[src/rtl/ssdpm_pkg.sv]
package ssdpm_pkg;

	localparam int SET_DEPTH_DEF = 32;
	localparam int DIST_W = 31;
	localparam int ID_W = 16;
	localparam int CRD_W = 32;
	localparam int MAP_W = 17;
	localparam int SUM_W = 34;
	// round((sqrt(3) + 0.00005) * 2^16), used to size the sum window.
	localparam logic [16:0] WINDOW_FACTOR = 17'd113515;
	localparam logic [MAP_W-1:0] NO_MAP = '1;
	localparam logic [DIST_W-1:0] DIST_RESET = 31'd655;

	localparam logic ACT_TARGET = 1'b0;
	localparam logic ACT_SOURCE = 1'b1;

	localparam logic [0:0] REG_MERGE_DIST = 1'b0;
	localparam logic [0:0] REG_FOLLOW = 1'b1;

	// One point as it travels from the front end to the store.
	typedef struct packed {
		logic is_source;
		logic final_mark;
		logic [ID_W-1:0] id;
		logic [CRD_W-1:0] x;
		logic [CRD_W-1:0] y;
		logic [CRD_W-1:0] z;
		logic [MAP_W-1:0] prior;
	} point_t;

	// One result as it leaves the sweep.
	typedef struct packed {
		logic [ID_W-1:0] id;
		logic [MAP_W-1:0] map;
		logic last;
	} result_t;

endpackage

[src/rtl/ssdpm_fifo.sv]
module ssdpm_fifo #(
	parameter int DEPTH = 4
) (
	input logic clk,
	input logic arst_n,
	input logic wr_valid,
	output logic wr_ready,
	input ssdpm_pkg::point_t wr_data,
	output logic rd_valid,
	input logic rd_ready,
	output ssdpm_pkg::point_t rd_data
);

	localparam int AW = $clog2(DEPTH);

	ssdpm_pkg::point_t mem_q [DEPTH];
	logic [AW-1:0] wp_q, rp_q;
	logic [AW:0] cnt_q;
	logic do_wr, do_rd;

	assign wr_ready = (cnt_q != (AW+1)'(DEPTH));
	assign rd_valid = (cnt_q != '0);
	assign rd_data = mem_q[rp_q];
	assign do_wr = wr_valid && wr_ready;
	assign do_rd = rd_valid && rd_ready;

	// Storage of queued points.
	always_ff @(posedge clk) begin
		if (do_wr) begin
			mem_q[wp_q] <= wr_data;
		end
	end

	// Pointers and fill level.
	always_ff @(posedge clk or negedge arst_n) begin
		if (!arst_n) begin
			wp_q <= '0;
			rp_q <= '0;
			cnt_q <= '0;
		end else begin
			if (do_wr) begin
				wp_q <= (wp_q == AW'(DEPTH-1)) ? '0 : wp_q + 1'b1;
			end
			if (do_rd) begin
				rp_q <= (rp_q == AW'(DEPTH-1)) ? '0 : rp_q + 1'b1;
			end
			cnt_q <= cnt_q + (AW+1)'(do_wr) - (AW+1)'(do_rd);
		end
	end

	a_no_overflow: assert property (@(posedge clk) disable iff (!arst_n)
		cnt_q <= (AW+1)'(DEPTH))
		else $error("queue fill level out of range");

endmodule

[config.mk]
export PLATFORM = sky130hd
export DESIGN_NAME = ssdpm_fifo
export DESIGN_NICKNAME = d
export VERILOG_FILES = /design/src/rtl/ssdpm_pkg.sv /design/src/rtl/ssdpm_fifo.sv
export SDC_FILE = /design/constraint.sdc
export NUM_CORES = 1
export LEC_CHECK = 0
export CORE_UTILIZATION = 60
export CTS_BUF_LIST = sky130_fd_sc_hd__clkbuf_4
export DETAILED_ROUTE_END_ITERATION = 7
export DONT_BUFFER_PORTS = 1
export PLACE_DENSITY = 0.74
export SLEW_MARGIN = 20
export SYNTH_ARGS = -nofsm -noshare
export SYNTH_HDL_FRONTEND = slang
export SYNTH_SLANG_ARGS = --single-unit
[constraint.sdc]
create_clock -name clk -period 3.6 [get_ports clk]
set_clock_uncertainty 0.1 [all_clocks]
set_input_delay 0.18 -clock clk [delete_from_list [all_inputs] [get_ports clk]]
set_output_delay 0.18 -clock clk [all_outputs]
set_load 0.005 [all_outputs]
==> results.cfg, run 1 <==
[clocking]
cts-root-buf = clkbuf_4
htreeDepth = 4
cts_buffers = 133
ctsHoldBuffers = 266
clockBufferDepth = 3
clock-sinks = 531
ctsResizeCount = 0
post_cts_buffers = 0

[synth]
yosys_register_bits = 531
synth-seq-area-share_pct = 82.3
syn_nets = 866
ys_top_cells_by_count = edfxtp_1 (524), mux4_2 (131), buf_2 (16)
synth-edff-count = 524
synth_top_cell_by_area = edfxtp_1
yosysMostFrequentCell = edfxtp_1
syn_area_per_cell_sq_um = 26.7
synth_flop_cell = edfxtp_1
async_flop_share_pct = 1.32
ys_warn_count = 0
yosysTopAreaCellShare_pct = 81.4
synth_cell_type_count = 18
synth_area_sq_um = 19300
syn_inst = 723
ys_top_cells_by_area = edfxtp_1 (81%), mux4_2 (15%), dfrtp_1 (0.91%), buf_6 (0.47%), ha_1 (0.45%)

[placement]
dpl.hpwl_microns = 20200
gp_congestion = 0.733
portBuffers = 0

[status]
failing_step = clock tree synthesis
status = aborted with a tool error
error = [ERROR RSZ-0060] Max buffer count reached.

[floorplan]
rows = 65
die_w_microns = 181
die_h_microns = 181
ios = 268
start_util_pct = 61.1
-- through the flow --
stage | area (sq um) | utilization [%] | setup WS [ns] | hold slack (ns) | std cells
2_1_floorplan | 19300 | - | 0.784 | -0.216 | 723
3_3_place_gp | 19800 | 62.7 | 1.08 | -0.215 | 1111
3_5_place_dp | 19800 | 62.7 | 1.06 | -0.215 | 1111
-- logic make-up after synthesis --
| family | Yosys count | synth area share, % |
|---|---|---|
| adder cells (fa/ha/maj) | 8 | 0.557 |
| flip-flops | 531 | 82.3 |
| XOR/XNOR | 2 | 0.0907 |
| buffers and inverters | 37 | 1.13 |
| AND/OR/NAND/NOR | 10 | 0.356 |
| multiplexers | 135 | 15.5 |
==> run 2, diff against run 1 <==
--- a/config.mk
+++ b/config.mk
@@ -5,11 +5,10 @@
 export SDC_FILE = /design/constraint.sdc
 export NUM_CORES = 1
 export LEC_CHECK = 0
-export CORE_UTILIZATION = 60
-export CTS_BUF_LIST = sky130_fd_sc_hd__clkbuf_4
+export CORE_UTILIZATION = 40
 export DETAILED_ROUTE_END_ITERATION = 7
 export DONT_BUFFER_PORTS = 1
-export PLACE_DENSITY = 0.74
+export PLACE_DENSITY_LB_ADDON = 0.15
 export SLEW_MARGIN = 20
 export SYNTH_ARGS = -nofsm -noshare
 export SYNTH_HDL_FRONTEND = slang
==> results.cfg, run 2 <==
[status]
status = complete, no violations

[pwr]
p_comb_share_pct = 24.2
swShare_pct = 27.8
p_per_area_nw_per_um2 = 787
internal-power_uw = 13200
p_leak_uw = 0.00736
vdd_drop_max_v = 0.000644
clkPwrFrac_pct = 29.0
seq_power_share_pct = 46.8
p_switching_uw = 5090

[global_routing]
grt_pass1_vias = 8864
grt.overflow.total = 0
grt.total_usage_pct = 15.7
grt_pass1_wl_microns = 57500
grt_max_degree = 48
antenna_found_initial = 5

[synth]
yosysTopAreaCellShare_pct = 81.4
ys_top_cells_by_area = edfxtp_1 (81%), mux4_2 (15%), dfrtp_1 (0.91%), buf_6 (0.47%), ha_1 (0.45%)
yosys_register_bits = 531
yosysMostFrequentCell = edfxtp_1
syn_inst = 723
synth_top_cell_by_area = edfxtp_1
ys_warn_count = 0
ys_top_cells_by_count = edfxtp_1 (524), mux4_2 (131), buf_2 (16)
async_flop_share_pct = 1.32
synth_cell_type_count = 18
synth_flop_cell = edfxtp_1
syn_nets = 866
syn_area_per_cell_sq_um = 26.7
synth_area_sq_um = 19300
synth-edff-count = 524
synth-seq-area-share_pct = 82.3

[timing]
drv_slew = 0
min_period_ns = 2.81
setup_violations = 0
hold_violations = 0
period_share_pct = 77.9
max_slew_margin_pct = 45.5
setup-tns-final_ns = 0
grt_setup_unrepaired = false
max_freq_mhz = 356
hold_slack_ns = 0.0791
worstMarginPinSlew_ns = 0.817

[clocking]
clockBufferDepth = 3
cts-root-buf = clkbuf_16
path_clk_slew_ns = 0.06
worstSkewPairLatency_ns = 0.59
cts_buffers = 54
cts_tree = built
clock-sinks = 531
post_cts_buffers = 0
htreeDepth = 2

[setup_path]
cp.arrival_ns = 2.53
r2r-start = cnt_q[1]
r2r-end = cnt_q[2]
required_ns = 3.32
crit_path_start_kind = register
slowest_delay_ns = 0.91
crit_path_max_fanout = 44
crit_type = register to output pin
crit_path_end_kind = output pin
r2r_cells = 10
worstPathCellList = buf_4 -> mux4_2
slowest_stage = dfrtp_4
r2r_slack_ns = 0.99

[flow_run]
max_cap_viol_count = 0

[floorplan]
dieArea_sq_um = 49200
die_w_microns = 222
ios = 268
rows = 80
start_util_pct = 40.5
die_h_microns = 222
core_sq_um = 47700

[cells_and_area]
areaGrowthSynthToFinish_pct = 20.2
max_flop_register = mem_q
largest_reg_flops = 524
nets = 1042
fillers = 3805
layout_common_cells = edfxtp_1 (524), dlygate4sd3_1 (135), mux4_2 (131)
final_common_cell = edfxtp_1
drive_gt1_share_pct = 25.1
largestRegisters = mem_q x524, cnt_q x3

[routing]
drt_pass1_iterations = 4
drc = 0
vias = 8142
drt-initial-drc-count = 431
avgViaCountPerCell = 5.21
wirelength_microns = 37700
antenna_left = 0
wl_per_cell_microns = 24.2

[placement]
gp_congestion = 0.763
dpl.hpwl_microns = 22700
portBuffers = 0

[hold_path]
hold_start = wr_valid
min_to = mem_q[0][7]
hold_path_class = primary input to register
holdPathStages = 1
[run 2: cell counts after synthesis]
No cell type changed its count.
[run 2: per-stage QoR]
stage | total power, uW | std cells | utilization (%) | worst slack, ns | area [sq um]
after global routing | 19100 | 1562 | 48.7 | 0.665 | 23200
after global placement | 13000 | 1323 | 42.3 | 1.07 | 20200
after detailed placement | 13100 | 1323 | 42.3 | 1.02 | 20200
after CTS | 18600 | 1559 | 48.6 | 0.739 | 23200
after floorplan | 11700 | 723 | - | 0.784 | 19300
final | 18300 | 1562 | 48.7 | 0.795 | 23200
[run 2: power by group through the flow]
| stage | Combinational, uW | Clock [uW] | Sequential, uW |
|---|---|---|---|
| finish | 4430 | 5300 | 8560 |
| global placement | 4350 | 0 | 8620 |
| global route | 4770 | 5680 | 8680 |
| floorplan | 3230 | 0 | 8510 |
| detailed placement | 4410 | 0 | 8720 |
| CTS | 4600 | 5460 | 8590 |
[run 2: cell type report]
cell class | instances | area [sq um] | share of cell area [%]
Clock inverter | 37 | 285 | 1.23
Sequential cell | 531 | 15900 | 68.5
Inverter | 7 | 26.3 | 0.113
Tap cell | 615 | 769 | 3.31
Clock buffer | 64 | 1410 | 6.07
Multi-Input combinational cell | 155 | 3210 | 13.8
Antenna cell | 3 | 7.51 | 0.0323
Timing Repair Buffer | 150 | 1600 | 6.89
[run 2: logic make-up after synthesis]
| logic type | after synthesis | share of synthesized area (%) |
|---|---|---|
| flip-flops | 531 | 82.3 |
| multiplexers | 135 | 15.5 |
| buffers and inverters | 37 | 1.13 |
| AND/OR/NAND/NOR | 10 | 0.356 |
| adder cells (fa/ha/maj) | 8 | 0.557 |
| XOR/XNOR | 2 | 0.0907 |
[run 2: critical path: cells and delay by family (launching register included)]
family	cells	cell delay, ns
muxes	1	0.44
DFF	1	0.91
buffers and inverters	1	0.52
[run 2: what timing repair did]
action                    4_1_cts  5_1_grt
hold buffers                  135        0
hold endpoints to repair      535        0
resized for setup               0        0
[run 2: worst max-delay path by stage]
stage                  endpoint  startpoint  depth (start not counted)
floorplan           mem_q[0][0]    cnt_q[2]                          2
global placement       cnt_q[2]    cnt_q[1]                         10
detailed placement     cnt_q[2]    cnt_q[1]                         10
CTS                 rd_data[14]     rp_q[1]                          2
global route        rd_data[14]     rp_q[1]                          2
finish              rd_data[14]     rp_q[1]                          2
[run 2: routing by layer]
| metal | share of wire [%] | wire [microns] | GRT usage, % | up-vias |
|---|---|---|---|---|
| met5 | 0.080 | 30 | 0 | - |
| met4 | 2.1 | 805 | 5.22 | 4 |
| met3 | 7.1 | 2680 | 4.70 | 54 |
| met2 | 49 | 18400 | 25.0 | 239 |
| met1 | 42 | 15800 | 20.8 | 4349 |
| li1 | - | - | - | 3496 |
Power figures use the tool's default switching activity.
==> run 3, diff against run 2 <==
==> constraint.sdc (replaced) <==
create_clock -name clk -period 2.65 [get_ports clk]
set_clock_uncertainty 0.1 [all_clocks]
set_input_delay 0.1325 -clock clk [delete_from_list [all_inputs] [get_ports clk]]
set_output_delay 0.1325 -clock clk [all_outputs]
set_load 0.005 [all_outputs]
==> results.cfg, run 3 (synthesized netlist as in run 2, its figures left out) <==
[timing]
hold_violations = 0
drv_slew = 0
hold_slack_ns = 0.145
worstMarginPinSlew_ns = 0.535
max_slew_margin_pct = 64.3
fin_ws_ns = 0.134
max_freq_mhz = 397
setup-tns-final_ns = 0
period_share_pct = 94.9
min_period_ns = 2.52
setup_violations = 0

[routing]
wl_per_cell_microns = 23.8
antenna_left = 0
drt-initial-drc-count = 449
drc = 0
vias = 8152
drt_pass1_iterations = 4
avgViaCountPerCell = 5.19
wirelength_microns = 37400

[global_routing]
grt_pass1_vias = 8883
antenna_found_initial = 4
grt.overflow.total = 0
grt.total_usage_pct = 15.4
grt_max_degree = 73
grt_pass1_wl_microns = 56200

[clocking]
cts_tree = built
cts-root-buf = clkbuf_16
path_clk_slew_ns = 0.06
worstSkewPairLatency_ns = 0.59
clock-sinks = 531
htreeDepth = 2
clockBufferDepth = 3
cts_buffers = 55

[cells_and_area]
largestRegisters = mem_q x524, cnt_q x3
drive_gt1_share_pct = 26.5
layout_common_cells = edfxtp_1 (524), dlygate4sd3_1 (135), mux4_2 (131)
largest_reg_flops = 524
fillers = 3773
nets = 1052
areaGrowthSynthToFinish_pct = 21.0
max_flop_register = mem_q
final_common_cell = edfxtp_1

[pwr]
swShare_pct = 27.9
p_comb_share_pct = 24.8
internal-power_uw = 18000
seq_power_share_pct = 46.1
vdd_drop_max_v = 0.000649
p_per_area_nw_per_um2 = 1070
p_leak_uw = 0.00744
p_switching_uw = 6980
clkPwrFrac_pct = 29.1

[setup_path]
startpoint = cnt_q[1]
slowest_delay_ns = 0.49
crit_path_max_fanout = 4
worstPathCellList = or3_2 -> nand2_2 -> inv_1 -> ha_1 -> inv_1 -> ha_1 -> inv_1 -> fa_2 -> xnor2_2 -> xnor2_1
r2r-start = cnt_q[1]
worst_path_most_repeated_cell = inv_1
required_ns = 3.06
crit_type = register to register
crit_path_end_kind = register
cp.arrival_ns = 2.92
slowest_stage = or3_2
crit_path_start_kind = register

[floorplan]
ios = 268
dieArea_sq_um = 49200
rows = 80
start_util_pct = 40.5
core_sq_um = 47700
die_h_microns = 222
die_w_microns = 222

[placement]
dpl.hpwl_microns = 22500
portBuffers = 0
gp_congestion = 0.743
dpl_worst_slack_ns = 0.0861

[hold_path]
hold_path_class = primary input to register
hold_start = wr_data[12]

[flow_run]
max_cap_viol_count = 0

[status]
status = complete, no violations
==> run 3: cell types whose count changed in the layout (fill, tap and decap cells not counted), sizes merged <==
cell,change
bufinv,-1
diode,-1
clkbuf,+1
buf,+9
clkinv,-1
inv,+2
==> run 3: per-layer routing <==
metal / up-vias / routed length (microns) / global-route usage (%)
met5: - / 35 / 0
met4: 6 / 910 / 5.29
met3: 70 / 2850 / 4.98
met2: 255 / 18600 / 25.4
met1: 4307 / 15000 / 19.2
li1: 3514 / - / -
==> run 3: power groups by stage <==
stage | Clock [uW] | Combinational [uW] | Sequential (uW)
after floorplan | 0 | 4390 | 11600
final | 7270 | 6210 | 11500
after global placement | 0 | 6000 | 11700
after global routing | 7810 | 6690 | 11700
after detailed placement | 0 | 6080 | 11800
after CTS | 7510 | 6350 | 11600
==> run 3: cell type report <==
cell class / instances / area [sq um] / area share, %
Sequential cell: 531 / 15900 / 68.1
Multi-Input combinational cell: 155 / 3220 / 13.8
Timing Repair Buffer: 159 / 1710 / 7.30
Clock buffer: 65 / 1440 / 6.14
Tap cell: 615 / 769 / 3.29
Clock inverter: 37 / 289 / 1.24
Inverter: 7 / 26.3 / 0.112
Antenna cell: 2 / 5.00 / 0.0214
==> run 3: critical path, delay by kind of cell (launching register included) <==
kind | cells | cell delay (ns)
adders and majority gates | 3 | 0.77
and+or+nand+nor | 2 | 0.60
xor gates and xnor gates | 2 | 0.32
DFF | 1 | 0.46
buffers and inverters | 3 | 0.17
==> run 3: what timing repair did <==
| item | in CTS | in global routing |
|---|---|---|
| hold buffers | 135 | 0 |
| endpoints found under the setup margin | 0 | 48 |
| hold endpoints to repair | 622 | 0 |
| gates resized for setup | 0 | 4 |
| buffers inserted | 0 | 1 |
==> run 3: path summary, 6_finish.rpt <==
kind | end | slack, ns | depth (start not counted)
min reg2reg | cnt_q[2] | 0.39 | 1
max in group asynchronous | rp_q[1] | 1.86 | 2
max | cnt_q[2] | 0.13 | 10
max reg2reg | cnt_q[2] | 0.13 | 10
min | mem_q[3][12] | 0.14 | 1
min in group asynchronous | wp_q[0] | 0.31 | 2
==> run 3: metrics by stage <==
step	std cells	area [sq um]	power [uW]	utilization, %
finish	1571	23400	25000	49.0
detailed placement	1331	20300	17900	42.5
global placement	1331	20300	17700	42.5
global route	1570	23400	26200	49.0
CTS	1568	23300	25500	48.9
floorplan	723	19300	16000	-
==> run 4, diff against run 3 <==
--- a/config.mk
+++ b/config.mk
@@ -9,6 +9,7 @@
 export DETAILED_ROUTE_END_ITERATION = 7
 export DONT_BUFFER_PORTS = 1
 export PLACE_DENSITY_LB_ADDON = 0.15
+export RECOVER_POWER = 50
 export SLEW_MARGIN = 20
 export SYNTH_ARGS = -nofsm -noshare
 export SYNTH_HDL_FRONTEND = slang
==> results.cfg, run 4 (synthesized netlist as in run 2, its figures left out) <==
[global_routing]
grt.total_usage_pct = 15.4
antenna_found_initial = 4
grt.overflow.total = 0
grt_pass1_vias = 8883
grt_pass1_wl_microns = 56200
grt_max_degree = 73

[timing]
min_period_ns = 2.52
hold_slack_ns = 0.144
period_share_pct = 95.0
setup_violations = 0
fin_ws_ns = 0.133
max_slew_margin_pct = 50.8
hold_violations = 0
drv_slew = 0
max_freq_mhz = 397
worstMarginPinSlew_ns = 0.738

[placement]
dpl.hpwl_microns = 22500
dpl_worst_slack_ns = 0.0861
portBuffers = 0
dp_cells = 1331
gp_congestion = 0.743

[routing]
antenna_left = 0
wirelength_microns = 37400
wl_per_cell_microns = 23.8
drt_pass1_iterations = 4
drc = 0
drt-initial-drc-count = 439
avgViaCountPerCell = 5.19
vias = 8156

[setup_path]
crit_path_start_kind = register
crit_path_max_fanout = 4
required_ns = 3.06
worst_path_most_repeated_cell = inv_1
r2r-start = cnt_q[1]
cp.arrival_ns = 2.92
crit_type = register to register
slowest_delay_ns = 0.49
worstPathCellList = or3_2 -> nand2_2 -> inv_1 -> ha_1 -> inv_1 -> ha_1 -> inv_1 -> fa_2 -> xnor2_2 -> xnor2_1
crit_path_end_kind = register
startpoint = cnt_q[1]
slowest_stage = or3_2

[cells_and_area]
drive_gt1_share_pct = 26.2
fillers = 3775
final_common_cell = edfxtp_1
largest_reg_flops = 524
nets = 1052
fin_cells = 1571
layout_common_cells = edfxtp_1 (524), dlygate4sd3_1 (135), mux4_2 (131)
largestRegisters = mem_q x524, cnt_q x3
areaGrowthSynthToFinish_pct = 20.9
max_flop_register = mem_q

[floorplan]
ios = 268
core_sq_um = 47700
rows = 80
dieArea_sq_um = 49200
start_util_pct = 40.5
die_w_microns = 222
die_h_microns = 222

[clocking]
path_clk_slew_ns = 0.06
worstSkewPairLatency_ns = 0.59
clock-sinks = 531
clockBufferDepth = 3
cts-root-buf = clkbuf_16
cts_tree = built
htreeDepth = 2
cts_buffers = 55

[pwr]
report.power.total_uw = 25000
vdd_drop_max_v = 0.000649
p_per_area_nw_per_um2 = 1070
p_leak_uw = 0.00744

[hold_path]
hold_start = wr_data[12]
hold_path_class = primary input to register

[status]
status = complete, no violations

[flow_run]
max_cap_viol_count = 0
run 4: changes by cell type in the layout (fill, tap and decap cells not counted), sizes merged:
cell,previous run,this run
clkbuf,65,66
buf,24,23
run 4: area by class of cell:
cell class                 count  area, sq um  area share (%)
sequential                   531        15900            68.1
inverter                       7         26.3           0.112
antenna                        2         5.00          0.0214
clock buffer                  65         1440            6.14
tap                          615          769            3.29
timing repair buffer         159         1700            7.29
multi-input combinational    155         3210            13.8
clock inverter                37          289            1.24
run 4: worst paths after layout:
| kind | end | depth (start not counted) | slack [ns] |
|---|---|---|---|
| setup / recovery | cnt_q[2] | 10 | 0.13 |
| hold / removal | mem_q[3][12] | 1 | 0.14 |
| setup reg to reg | cnt_q[2] | 10 | 0.13 |
| hold reg to reg | cnt_q[2] | 1 | 0.39 |
| max in group asynchronous | rp_q[1] | 2 | 1.85 |
| min in group asynchronous | wp_q[0] | 2 | 0.31 |
run 4: per-layer routing:
| layer | vias to the layer above | share of wire, % | GRT usage (%) |
|---|---|---|---|
| li1 | 3514 | - | - |
| met1 | 4304 | 40 | 19.2 |
| met2 | 262 | 50 | 25.4 |
| met3 | 70 | 7.7 | 4.98 |
| met4 | 6 | 2.4 | 5.29 |
| met5 | - | 0.094 | 0 |
run 4: what timing repair did:
action	4_1_cts	5_1_grt
hold endpoints to repair	622	0
setup endpoints to repair	0	48
hold buffers	135	0
resized for setup	0	4
setup buffers	0	1
run 4: stage by stage:
step,util [%],instance area [sq um],setup TNS [ns]
6_report,48.9,23400,0
3_3_place_gp,42.5,20300,0
2_1_floorplan,-,19300,-87.09
4_1_cts,48.9,23300,0
3_5_place_dp,42.5,20300,0
5_1_grt,48.9,23400,-0.0111
run 4: worst max-delay path: cells and delay by family, from the launching register on:
kind / cells / cell delay, ns
adder cells (fa/ha/maj): 3 / 0.77
AND/OR/NAND/NOR: 2 / 0.60
buffers and inverters: 3 / 0.17
flip-flops: 1 / 0.46
XOR/XNOR: 2 / 0.32
run 4: power breakdown:
| part | internal [uW] | switching (uW) | leakage, uW |
|---|---|---|---|
| Clock | 4170 | 3100 | 0.000838 |
| Sequential | 11100 | 464 | 0.00488 |
| Combinational | 2780 | 3410 | 0.00172 |
| Total | 18000 | 6980 | 0.00744 |
